<file path="src/hdl/tfat_pkg.sv">
`timescale 1ns / 1ps
// Shared constants and types for the TLB address translator.
// No dependencies.
package tfat_pkg;

    localparam int TLB_ENTRIES = 16;
    localparam int PAGE_BITS   = 8;
    localparam int OFFSET_BITS = 8;
    localparam int VA_BITS     = 16;
    localparam int INDEX_BITS  = 8;
    localparam int CNT_BITS    = 32;
    localparam int TABLE_DEPTH = 1 << PAGE_BITS;

    localparam logic OP_TRANSLATE = 1'b0;
    localparam logic OP_WRITE     = 1'b1;

    typedef struct packed {
        logic                 valid;
        logic [PAGE_BITS-1:0] tag;
        logic [PAGE_BITS-1:0] frame;
    } t_entry;

    typedef struct packed {
        logic                 hit;
        logic [PAGE_BITS-1:0] frame;
    } t_match;

    typedef enum logic {
        ST_IDLE,
        ST_LOOKUP
    } t_state;

endpackage

</file>
<file path="src/hdl/tlb_fifo_address_translator_top.sv">
`timescale 1ns / 1ps
// Translates virtual addresses through a fully associative TLB held in a
// chain of entry cells, filled first-in first-out, backed by a page table
// RAM. A translate beat holds busy high for one cycle after it is taken,
// in the lookup state, and its result is registered from that state and
// strobes o_valid for one cycle; no new request is taken during the lookup,
// which waits on the registered page-table read started at acceptance. A
// page-table write leaves busy low and gives no result. The receiver cannot
// stall: each result is valid for exactly one cycle, while the next request
// may already be taken. Uses tfat_pkg, tfat_ram and tfat_cell.
module tlb_fifo_address_translator_top (
    input  logic                            i_clk,
    input  logic                            i_rst_n,
    input  logic                            start,
    output logic                            busy,
    input  logic                            i_op,
    input  logic [tfat_pkg::VA_BITS-1:0]    i_virtual_address,
    input  logic [tfat_pkg::INDEX_BITS-1:0] i_entry_index,
    input  logic [tfat_pkg::INDEX_BITS-1:0] i_entry_frame,
    output logic                            o_valid,
    output logic [tfat_pkg::VA_BITS-1:0]    o_physical_address,
    output logic                            o_tlb_hit,
    output logic [tfat_pkg::CNT_BITS-1:0]   o_hit_total,
    output logic [tfat_pkg::CNT_BITS-1:0]   o_miss_total
);
    import tfat_pkg::*;

    t_state r_state;
    t_state n_state;

    logic [PAGE_BITS-1:0]   r_page;
    logic [OFFSET_BITS-1:0] r_offset;
    logic                   r_valid;
    logic [VA_BITS-1:0]     r_pa;
    logic                   r_hit;
    logic [CNT_BITS-1:0]    r_hit_cnt;
    logic [CNT_BITS-1:0]    r_miss_cnt;

    logic                 accept;
    logic                 take_xlate;
    logic                 pt_we;
    logic                 lookup;
    logic                 shift;
    logic [PAGE_BITS-1:0] pt_rdata;
    logic [PAGE_BITS-1:0] frame;

    t_entry entry_chain [TLB_ENTRIES+1];
    t_match match_chain [TLB_ENTRIES+1];
    logic [TLB_ENTRIES-1:0] valid_vec;

    assign accept     = start && !busy;
    assign take_xlate = accept && (i_op == OP_TRANSLATE);
    assign pt_we      = accept && (i_op == OP_WRITE);

    tfat_ram #(
        .WIDTH (PAGE_BITS),
        .DEPTH (TABLE_DEPTH)
    ) u_page_table (
        .i_clk   (i_clk),
        .i_we    (pt_we),
        .i_waddr (i_entry_index[PAGE_BITS-1:0]),
        .i_wdata (i_entry_frame[PAGE_BITS-1:0]),
        .i_raddr (i_virtual_address[OFFSET_BITS +: PAGE_BITS]),
        .o_rdata (pt_rdata)
    );

    // new entries enter at cell 0, the oldest drops off the end
    assign entry_chain[0] = '{valid: 1'b1, tag: r_page, frame: pt_rdata};
    assign match_chain[0] = '{hit: 1'b0, frame: '0};

    for (genvar g = 0; g < TLB_ENTRIES; g++) begin : g_cell
        tfat_cell u_cell (
            .i_clk   (i_clk),
            .i_rst_n (i_rst_n),
            .i_shift (shift),
            .i_entry (entry_chain[g]),
            .o_entry (entry_chain[g+1]),
            .i_page  (r_page),
            .i_match (match_chain[g]),
            .o_match (match_chain[g+1])
        );
        assign valid_vec[g] = entry_chain[g+1].valid;
    end

    always_comb begin
        n_state = r_state;
        case (r_state)
            ST_IDLE: begin
                if (take_xlate) begin
                    n_state = ST_LOOKUP;
                end
            end
            ST_LOOKUP: n_state = ST_IDLE;
            default:   n_state = ST_IDLE;
        endcase
    end

    always_comb begin
        busy   = 1'b0;
        lookup = 1'b0;
        case (r_state)
            ST_IDLE:   busy = 1'b0;
            ST_LOOKUP: begin
                busy   = 1'b1;
                lookup = 1'b1;
            end
            default:   busy = 1'b0;
        endcase
    end

    assign shift = lookup && !match_chain[TLB_ENTRIES].hit;
    assign frame = match_chain[TLB_ENTRIES].hit ? match_chain[TLB_ENTRIES].frame : pt_rdata;

    always_ff @(posedge i_clk) begin
        if (!i_rst_n) begin
            r_state    <= ST_IDLE;
            r_valid    <= 1'b0;
            r_hit_cnt  <= '0;
            r_miss_cnt <= '0;
        end else begin
            r_state <= n_state;
            r_valid <= lookup;
            if (lookup && match_chain[TLB_ENTRIES].hit && (r_hit_cnt != '1)) begin
                r_hit_cnt <= r_hit_cnt + 1'b1;
            end
            if (shift && (r_miss_cnt != '1)) begin
                r_miss_cnt <= r_miss_cnt + 1'b1;
            end
        end
    end

    always_ff @(posedge i_clk) begin
        if (take_xlate) begin
            r_page   <= i_virtual_address[OFFSET_BITS +: PAGE_BITS];
            r_offset <= i_virtual_address[OFFSET_BITS-1:0];
        end
        if (lookup) begin
            r_pa  <= VA_BITS'({frame, r_offset});
            r_hit <= match_chain[TLB_ENTRIES].hit;
        end
    end

    assign o_valid            = r_valid;
    assign o_physical_address = r_pa;
    assign o_tlb_hit          = r_hit;
    assign o_hit_total        = r_hit_cnt;
    assign o_miss_total       = r_miss_cnt;

`ifndef SYNTHESIS
    a_one_cycle_lookup: assert property (@(posedge i_clk) disable iff (!i_rst_n)
        busy |=> !busy)
        else $error("lookup held longer than one cycle");

    a_result_after_lookup: assert property (@(posedge i_clk) disable iff (!i_rst_n)
        o_valid |-> !busy)
        else $error("result beat while still busy");

    a_hit_keeps_miss: assert property (@(posedge i_clk) disable iff (!i_rst_n)
        (o_valid && o_tlb_hit) |-> (o_miss_total == $past(o_miss_total)))
        else $error("miss count moved on a hit");

    a_miss_keeps_hit: assert property (@(posedge i_clk) disable iff (!i_rst_n)
        (o_valid && !o_tlb_hit) |-> (o_hit_total == $past(o_hit_total)))
        else $error("hit count moved on a miss");

    a_valid_fill_order: assert property (@(posedge i_clk) disable iff (!i_rst_n)
        $onehot0(valid_vec + 1'b1))
        else $error("TLB valid bits not filled from the front");
`endif

endmodule

</file>
<file path="src/hdl/tfat_ram.sv">
`timescale 1ns / 1ps
// Generic single-write, single-read RAM with registered read data.
// No dependencies.
module tfat_ram #(
    parameter int WIDTH = 8,
    parameter int DEPTH = 256
) (
    input  logic                     i_clk,
    input  logic                     i_we,
    input  logic [$clog2(DEPTH)-1:0] i_waddr,
    input  logic [WIDTH-1:0]         i_wdata,
    input  logic [$clog2(DEPTH)-1:0] i_raddr,
    output logic [WIDTH-1:0]         o_rdata
);

    logic [WIDTH-1:0] r_mem [DEPTH];
    logic [WIDTH-1:0] r_rdata;

    always_ff @(posedge i_clk) begin
        if (i_we) begin
            r_mem[i_waddr] <= i_wdata;
        end
        r_rdata <= r_mem[i_raddr];
    end

    assign o_rdata = r_rdata;

endmodule

</file>
<file path="src/hdl/tfat_cell.sv">
`timescale 1ns / 1ps
// One TLB entry of the shift chain: holds an entry, compares its tag and
// passes the match result and, on a fill, its entry to the next cell. Uses tfat_pkg.
module tfat_cell (
    input  logic                          i_clk,
    input  logic                          i_rst_n,
    input  logic                          i_shift,
    input  tfat_pkg::t_entry              i_entry,
    output tfat_pkg::t_entry              o_entry,
    input  logic [tfat_pkg::PAGE_BITS-1:0] i_page,
    input  tfat_pkg::t_match              i_match,
    output tfat_pkg::t_match              o_match
);
    import tfat_pkg::*;

    logic                 r_valid;
    logic [PAGE_BITS-1:0] r_tag;
    logic [PAGE_BITS-1:0] r_frame;
    logic                 own_hit;

    always_ff @(posedge i_clk) begin
        if (!i_rst_n) begin
            r_valid <= 1'b0;
        end else if (i_shift) begin
            r_valid <= i_entry.valid;
        end
    end

    always_ff @(posedge i_clk) begin
        if (i_shift) begin
            r_tag   <= i_entry.tag;
            r_frame <= i_entry.frame;
        end
    end

    assign own_hit = r_valid && (r_tag == i_page);

    // earlier cell wins
    always_comb begin
        if (i_match.hit) begin
            o_match = i_match;
        end else begin
            o_match.hit   = own_hit;
            o_match.frame = r_frame;
        end
    end

    assign o_entry = '{valid: r_valid, tag: r_tag, frame: r_frame};

endmodule

</file>
<file path="config.mk">
export PLATFORM = sky130hd
export DESIGN_NAME = tlb_fifo_address_translator_top
export DESIGN_NICKNAME = d
export VERILOG_FILES = /design/src/hdl/tfat_pkg.sv /design/src/hdl/tlb_fifo_address_translator_top.sv /design/src/hdl/tfat_ram.sv /design/src/hdl/tfat_cell.sv
export SDC_FILE = /design/constraint.sdc
export NUM_CORES = 2
export LEC_CHECK = 0
export CAP_MARGIN = 5
export CORE_AREA = 2 2 565 567
export CTS_CLUSTER_DIAMETER = 100
export DETAILED_ROUTE_END_ITERATION = 8
export DIE_AREA = 0 0 567 569
export DONT_BUFFER_PORTS = 1
export PLACE_DENSITY = 0.52
export SYNTH_ARGS = -nofsm -noshare
export SYNTH_HDL_FRONTEND = slang
export SYNTH_SLANG_ARGS = --single-unit
export TNS_END_PERCENT = 10
</file>
<file path="constraint.sdc">
create_clock -name i_clk -period 11.3 [get_ports i_clk]
set_clock_uncertainty 0.15 [all_clocks]
set_input_delay 1.13 -clock i_clk [delete_from_list [all_inputs] [get_ports i_clk]]
set_output_delay 1.13 -clock i_clk [all_outputs]
set_load 0.01 [all_outputs]
</file>
==> flow_results.org <==
** Synth
- Of all flip-flops after synthesis, the portion carrying an async set or reset was 0%.
- Syn Std Cell Area :: between 90,000 and 100,000 um2
- A synthesized cell averages between 20 and 25 um2.
- Post-synthesis sequential area ratio :: between 70 and 80%
- Flip-flop and latch count after synthesis :: ~2.4k
- Synthesis produced approximately 4.5k cells.
- When the netlist entered floorplanning its net count stood at roughly 4.6k.
- Yosys warning total :: 0
- Number of distinct library cells after synthesis :: 61
- The synthesized design contains between 2k and 2.5k enable-type register cells.
- Primary flip-flop cell chosen by synthesis mapping :: sky130_fd_sc_hd__edfxtp_1

** Floorplan
- Die Area :: about 320,000 um2
- Starting utilization of the core area :: between 20 and 30%
- The die is around 570 um tall.
- Core Area :: around 320,000 um2
- I/O pin cnt :: around 120
- Horizontal die dimension :: ~570 um
- Number of cell rows :: between 200 and 250

** Detailed routing
- Remaining antenna violation count after routing :: 0
- Routed WL per cell :: approximately 26 um
- Dividing the detail-routed via count by the number of cells gives 4.98.
- DR pass1 iterations :: 7
- DR vias :: between 40k and 50k
- After detailed routing, the total wire length is roughly 230,000 um.
- Number of DRC violations after detailed-routing iteration 0 :: around 4.4k
- Count of unresolved DRC violations after routing :: 0

** Clocking
- The clock tree synthesis step divided the H-tree into 4 levels.
- Clock Root Buffer :: sky130_fd_sc_hd__clkbuf_16
- Post-CTS setup buffers :: 0
- Once the clock tree was built, the resizer swapped 0 gates to a different size.
- Number of buffers on the longest clock path :: 4
- Clock latency on the worst-skew pair :: 0.91 ns
- Post-CTS Hold Fix Bufs :: 0
- Counting every sink on the clock net gives 2,427.
- Clock buffer count from CTS :: between 200 and 250
- TritonCTS clock tree :: built
- Clock-pin slew on the worst setup and hold paths :: 0.06 ns

** Timing
- Derived from the worst setup path, the maximum achievable clock frequency is between 150 and 200 MHz.
- Time the worst path needs with I/O delays and setup :: roughly 6.3 ns
- Setup TNS Final :: 0 ns
- Final count of pins violating max slew :: 0
- Total setup violations reported at the end of the flow :: 0
- Measured slew at the worst slew-check pin :: roughly 1.3 ns
- The number of endpoints with negative hold slack in the final report was 0.
- Final worst setup slack :: approximately 5 ns
- Setup repair after global routing left no endpoint under its margin.
- Headroom to the max-slew limit :: 11.1%
- After layout, the worst path uses between 50 and 60% of the clock period.

** Critical path
- The worst setup path is of the reg -> reg kind.
- Setup slack on the worst reg-to-reg path comes out at around 5.0 ns.
- Reg-to-Reg End :: g_cell[3].u_cell.r_tag[5]$_DFFE_PP_
- STA classifies the critical path endpoint as a flop.
- Of all nets on the critical path, the largest fanout is 128.
- For the worst setup path, the data arrival time is between 6 and 7 ns.
- STA puts the critical path data required time at 11.61 ns.
- Sort of element at the start of the critical path :: flop
- Depth of the worst register-to-register path :: 10
- In this run the worst setup path begins at r_page[2]$_DFFE_PP_.
- Beginning of the worst register-to-register path :: r_page[2]$_DFFE_PP_

** Power and ir drop
- Maximum vdd drop :: around 0.13 mV
- Combinational cells account for about 3.3% of the total power.
- Switching power summed over all nets :: 3.81 mW
- Part of the total power dissipated in sequential elements :: a little over half
- Internal power of the cells :: roughly 15 mW
- Of the total power, the share spent switching nets is 20.3%.
- The clock network burns a little over two fifths of the power.
- Power per standard cell area :: 175 nW/um2
- Leak Pwr :: 31.9 nW

** Cells and area
- Commonest cells after routing, fill and taps aside :: sky130_fd_sc_hd__edfxtp_1, sky130_fd_sc_hd__mux4_2, sky130_fd_sc_hd__nor2_1
- Relative to the synthesized area, the layout overhead comes to 13.4%.
- The filler cells instantiated in the layout total between 20k and 30k.
- The final layout contains ~4.6k nets.
- Commonest non-fill, non-tap cell in the layout :: sky130_fd_sc_hd__edfxtp_1
- The post-route netlist has between 20 and 25% of its cells at a drive strength greater than 1.
- Summing all flip-flop and latch instances after layout gives between 70,000 and 80,000 um2.
- Summing all multi-input logic gate instances after layout gives between 20,000 and 25,000 um2.

** Placement
- The count of buffers added on input and output ports is 0.
- Timing analysis after detailed placement gives a worst setup slack of around 5.0 ns.
- Post-detail-place hpwl :: around 130,000 um
- The congestion estimate from routability-driven global placement came to between 0.7 and 0.8.

** Global route
- Global router's overall resource usage :: between 10% and 20%
- Entering global routing, the biggest net connects slightly above 500 pins.
- The first global-routing pass estimated roughly 330,000 um of wire.
- Initial antenna violation count :: 9
- For this run the aggregate overflow at the end of global routing stands at 0.
- Vias in the first global route :: between 40k and 50k

** Min path
- The worst hold path passes through 0 cells.
- The min-delay analysis places its worst path in the category in -> reg.
- For hold timing, the worst endpoint is r_page[0]$_DFFE_PP_.
- In this run the most critical hold path is launched from i_virtual_address[8].

** Run
- Max Cap Violations :: 0

** Run status
- Status :: finished, final reports clean
[cell usage after synthesis, types with 4 or more instances]
| cell | count | area, um2 |
|---|---|---|
| sky130_fd_sc_hd__a31oi_1 | 8 | 50.1 |
| sky130_fd_sc_hd__nor2b_1 | 10 | 62.6 |
| sky130_fd_sc_hd__nor3_4 | 4 | 65.1 |
| sky130_fd_sc_hd__edfxtp_1 | 2337 | 70200 |
| sky130_fd_sc_hd__inv_1 | 25 | 93.8 |
| sky130_fd_sc_hd__mux4_2 | 640 | 14400 |
| sky130_fd_sc_hd__nand2_1 | 131 | 492 |
| sky130_fd_sc_hd__and4_1 | 4 | 35.0 |
| sky130_fd_sc_hd__dfxtp_1 | 90 | 1800 |
| sky130_fd_sc_hd__nor3_1 | 22 | 110 |
| sky130_fd_sc_hd__buf_6 | 15 | 169 |
| sky130_fd_sc_hd__nand4_1 | 39 | 244 |
| sky130_fd_sc_hd__o211ai_1 | 26 | 195 |
| sky130_fd_sc_hd__a21oi_1 | 83 | 415 |
| sky130_fd_sc_hd__nor2_1 | 316 | 1190 |
| sky130_fd_sc_hd__or2_2 | 4 | 25.0 |
| sky130_fd_sc_hd__buf_4 | 7 | 52.6 |
| sky130_fd_sc_hd__buf_1 | 15 | 56.3 |
| sky130_fd_sc_hd__o221ai_1 | 8 | 70.1 |
| sky130_fd_sc_hd__a21o_1 | 4 | 30.0 |
| sky130_fd_sc_hd__or4_1 | 23 | 173 |
| sky130_fd_sc_hd__a22oi_1 | 64 | 480 |
| sky130_fd_sc_hd__a221oi_1 | 7 | 61.3 |
| sky130_fd_sc_hd__clkbuf_1 | 163 | 612 |
| sky130_fd_sc_hd__nor4_1 | 6 | 37.5 |
| sky130_fd_sc_hd__xor2_1 | 33 | 289 |
| sky130_fd_sc_hd__o21ai_0 | 45 | 225 |
| sky130_fd_sc_hd__o21a_1 | 8 | 60.1 |
| sky130_fd_sc_hd__mux2i_1 | 32 | 320 |
| sky130_fd_sc_hd__nand4b_1 | 4 | 35.0 |
| sky130_fd_sc_hd__and2_1 | 7 | 43.8 |
| sky130_fd_sc_hd__nand2b_1 | 9 | 56.3 |
| sky130_fd_sc_hd__o31ai_1 | 17 | 128 |
| sky130_fd_sc_hd__and3_1 | 9 | 56.3 |
| sky130_fd_sc_hd__xnor2_1 | 109 | 955 |
| sky130_fd_sc_hd__a2111oi_0 | 4 | 35.0 |
| sky130_fd_sc_hd__buf_2 | 56 | 280 |
| sky130_fd_sc_hd__or3_1 | 29 | 181 |
| sky130_fd_sc_hd__nand3_1 | 74 | 370 |
[state kept, by name, indices dropped and copies added, names as in the netlist, 16 cells and up]
signal	cells
o_physical_address	16
u_page_table.r_mem	2048
o_miss_total	32
g_cell.u_cell.r_frame	128
g_cell.u_cell.r_valid	16
o_hit_total	32
g_cell.u_cell.r_tag	128
[cell families (layout without fill, tap and decap cells)]
kind of cell	after synthesis	count (layout)	share of synthesized area [%]
mux	674	674	15.6
compound gates	282	282	1.93
flops	2427	2427	76.2
buf+inv	284	517	1.36
xor+xnor	142	142	1.32
simple gates	707	707	3.55
fa+ha+maj	2	2	0.0265
other cells	0	3	0
[routing by layer]
| layer | routed length, um | part of all wire (%) | global-route usage [%] |
|---|---|---|---|
| met4 | 5130 | 2.2 | 3.53 |
| met3 | 16600 | 7.2 | 3.24 |
| met2 | 109000 | 47 | 22.2 |
| met5 | 0 | 0 | 0 |
| met1 | 100000 | 43 | 19.5 |
[final cells by class]
type,instances,share of cell area (%)
clock inverter,156,1.52
tap,4180,4.88
inverter,27,0.102
timing repair buffer,46,0.483
sequential,2427,67.2
clock buffer,288,5.97
multi-input combinational,1807,19.8
antenna,3,0.00701
[critical path: stages (launching register included)]
cell and delay, ns:
sky130_fd_sc_hd__edfxtp_1 1.01, sky130_fd_sc_hd__xnor2_1 0.18, sky130_fd_sc_hd__nand4_1 0.21, sky130_fd_sc_hd__nor3_4 0.11, sky130_fd_sc_hd__nor4_4 0.75, sky130_fd_sc_hd__and3_4 0.57
sky130_fd_sc_hd__nand3_1 0.13, sky130_fd_sc_hd__buf_4 0.26, sky130_fd_sc_hd__inv_8 0.65, sky130_fd_sc_hd__buf_4 0.84, sky130_fd_sc_hd__buf_4 0.82
[stage by stage]
step	power [mW]	area [um2]	util, %	hold WS (ns)	std cells
2_1_floorplan	10.6	94500	-	0.250	4518
6_report	18.8	107000	33.8	0.211	8934
3_3_place_gp	10.7	98900	31.2	0.253	8481
5_1_grt	19.3	107000	33.8	0.142	8932
4_1_cts	18.9	107000	33.8	0.145	8928
3_5_place_dp	10.7	99000	31.2	0.258	8484
[worst max-delay path by stage]
stage                     cells after the start                                     to  slack [ns]
final                                        10    g_cell[3].u_cell.r_tag[5]$_DFFE_PP_        5.04
after global routing                         10    g_cell[3].u_cell.r_tag[5]$_DFFE_PP_        4.55
after CTS                                    10    g_cell[3].u_cell.r_tag[7]$_DFFE_PP_        5.00
after detailed placement                      8        u_page_table.o_rdata[7]$_DFF_P_        4.98
after global placement                        8        u_page_table.o_rdata[7]$_DFF_P_        4.91
after floorplan                              11  g_cell[0].u_cell.r_frame[0]$_DFFE_PP_        2.19
[power by group through the flow]
stage / sequential, mW / clock [mW] / combinational, mW
CTS: 9.93 / 8.39 / 0.583
finish: 9.94 / 8.20 / 0.614
global placement: 10.1 / 0 / 0.582
floorplan: 10.1 / 0 / 0.455
global route: 9.94 / 8.72 / 0.649
detailed placement: 10.1 / 0 / 0.581
No activity file was read; power rests on OpenSTA's default activity.
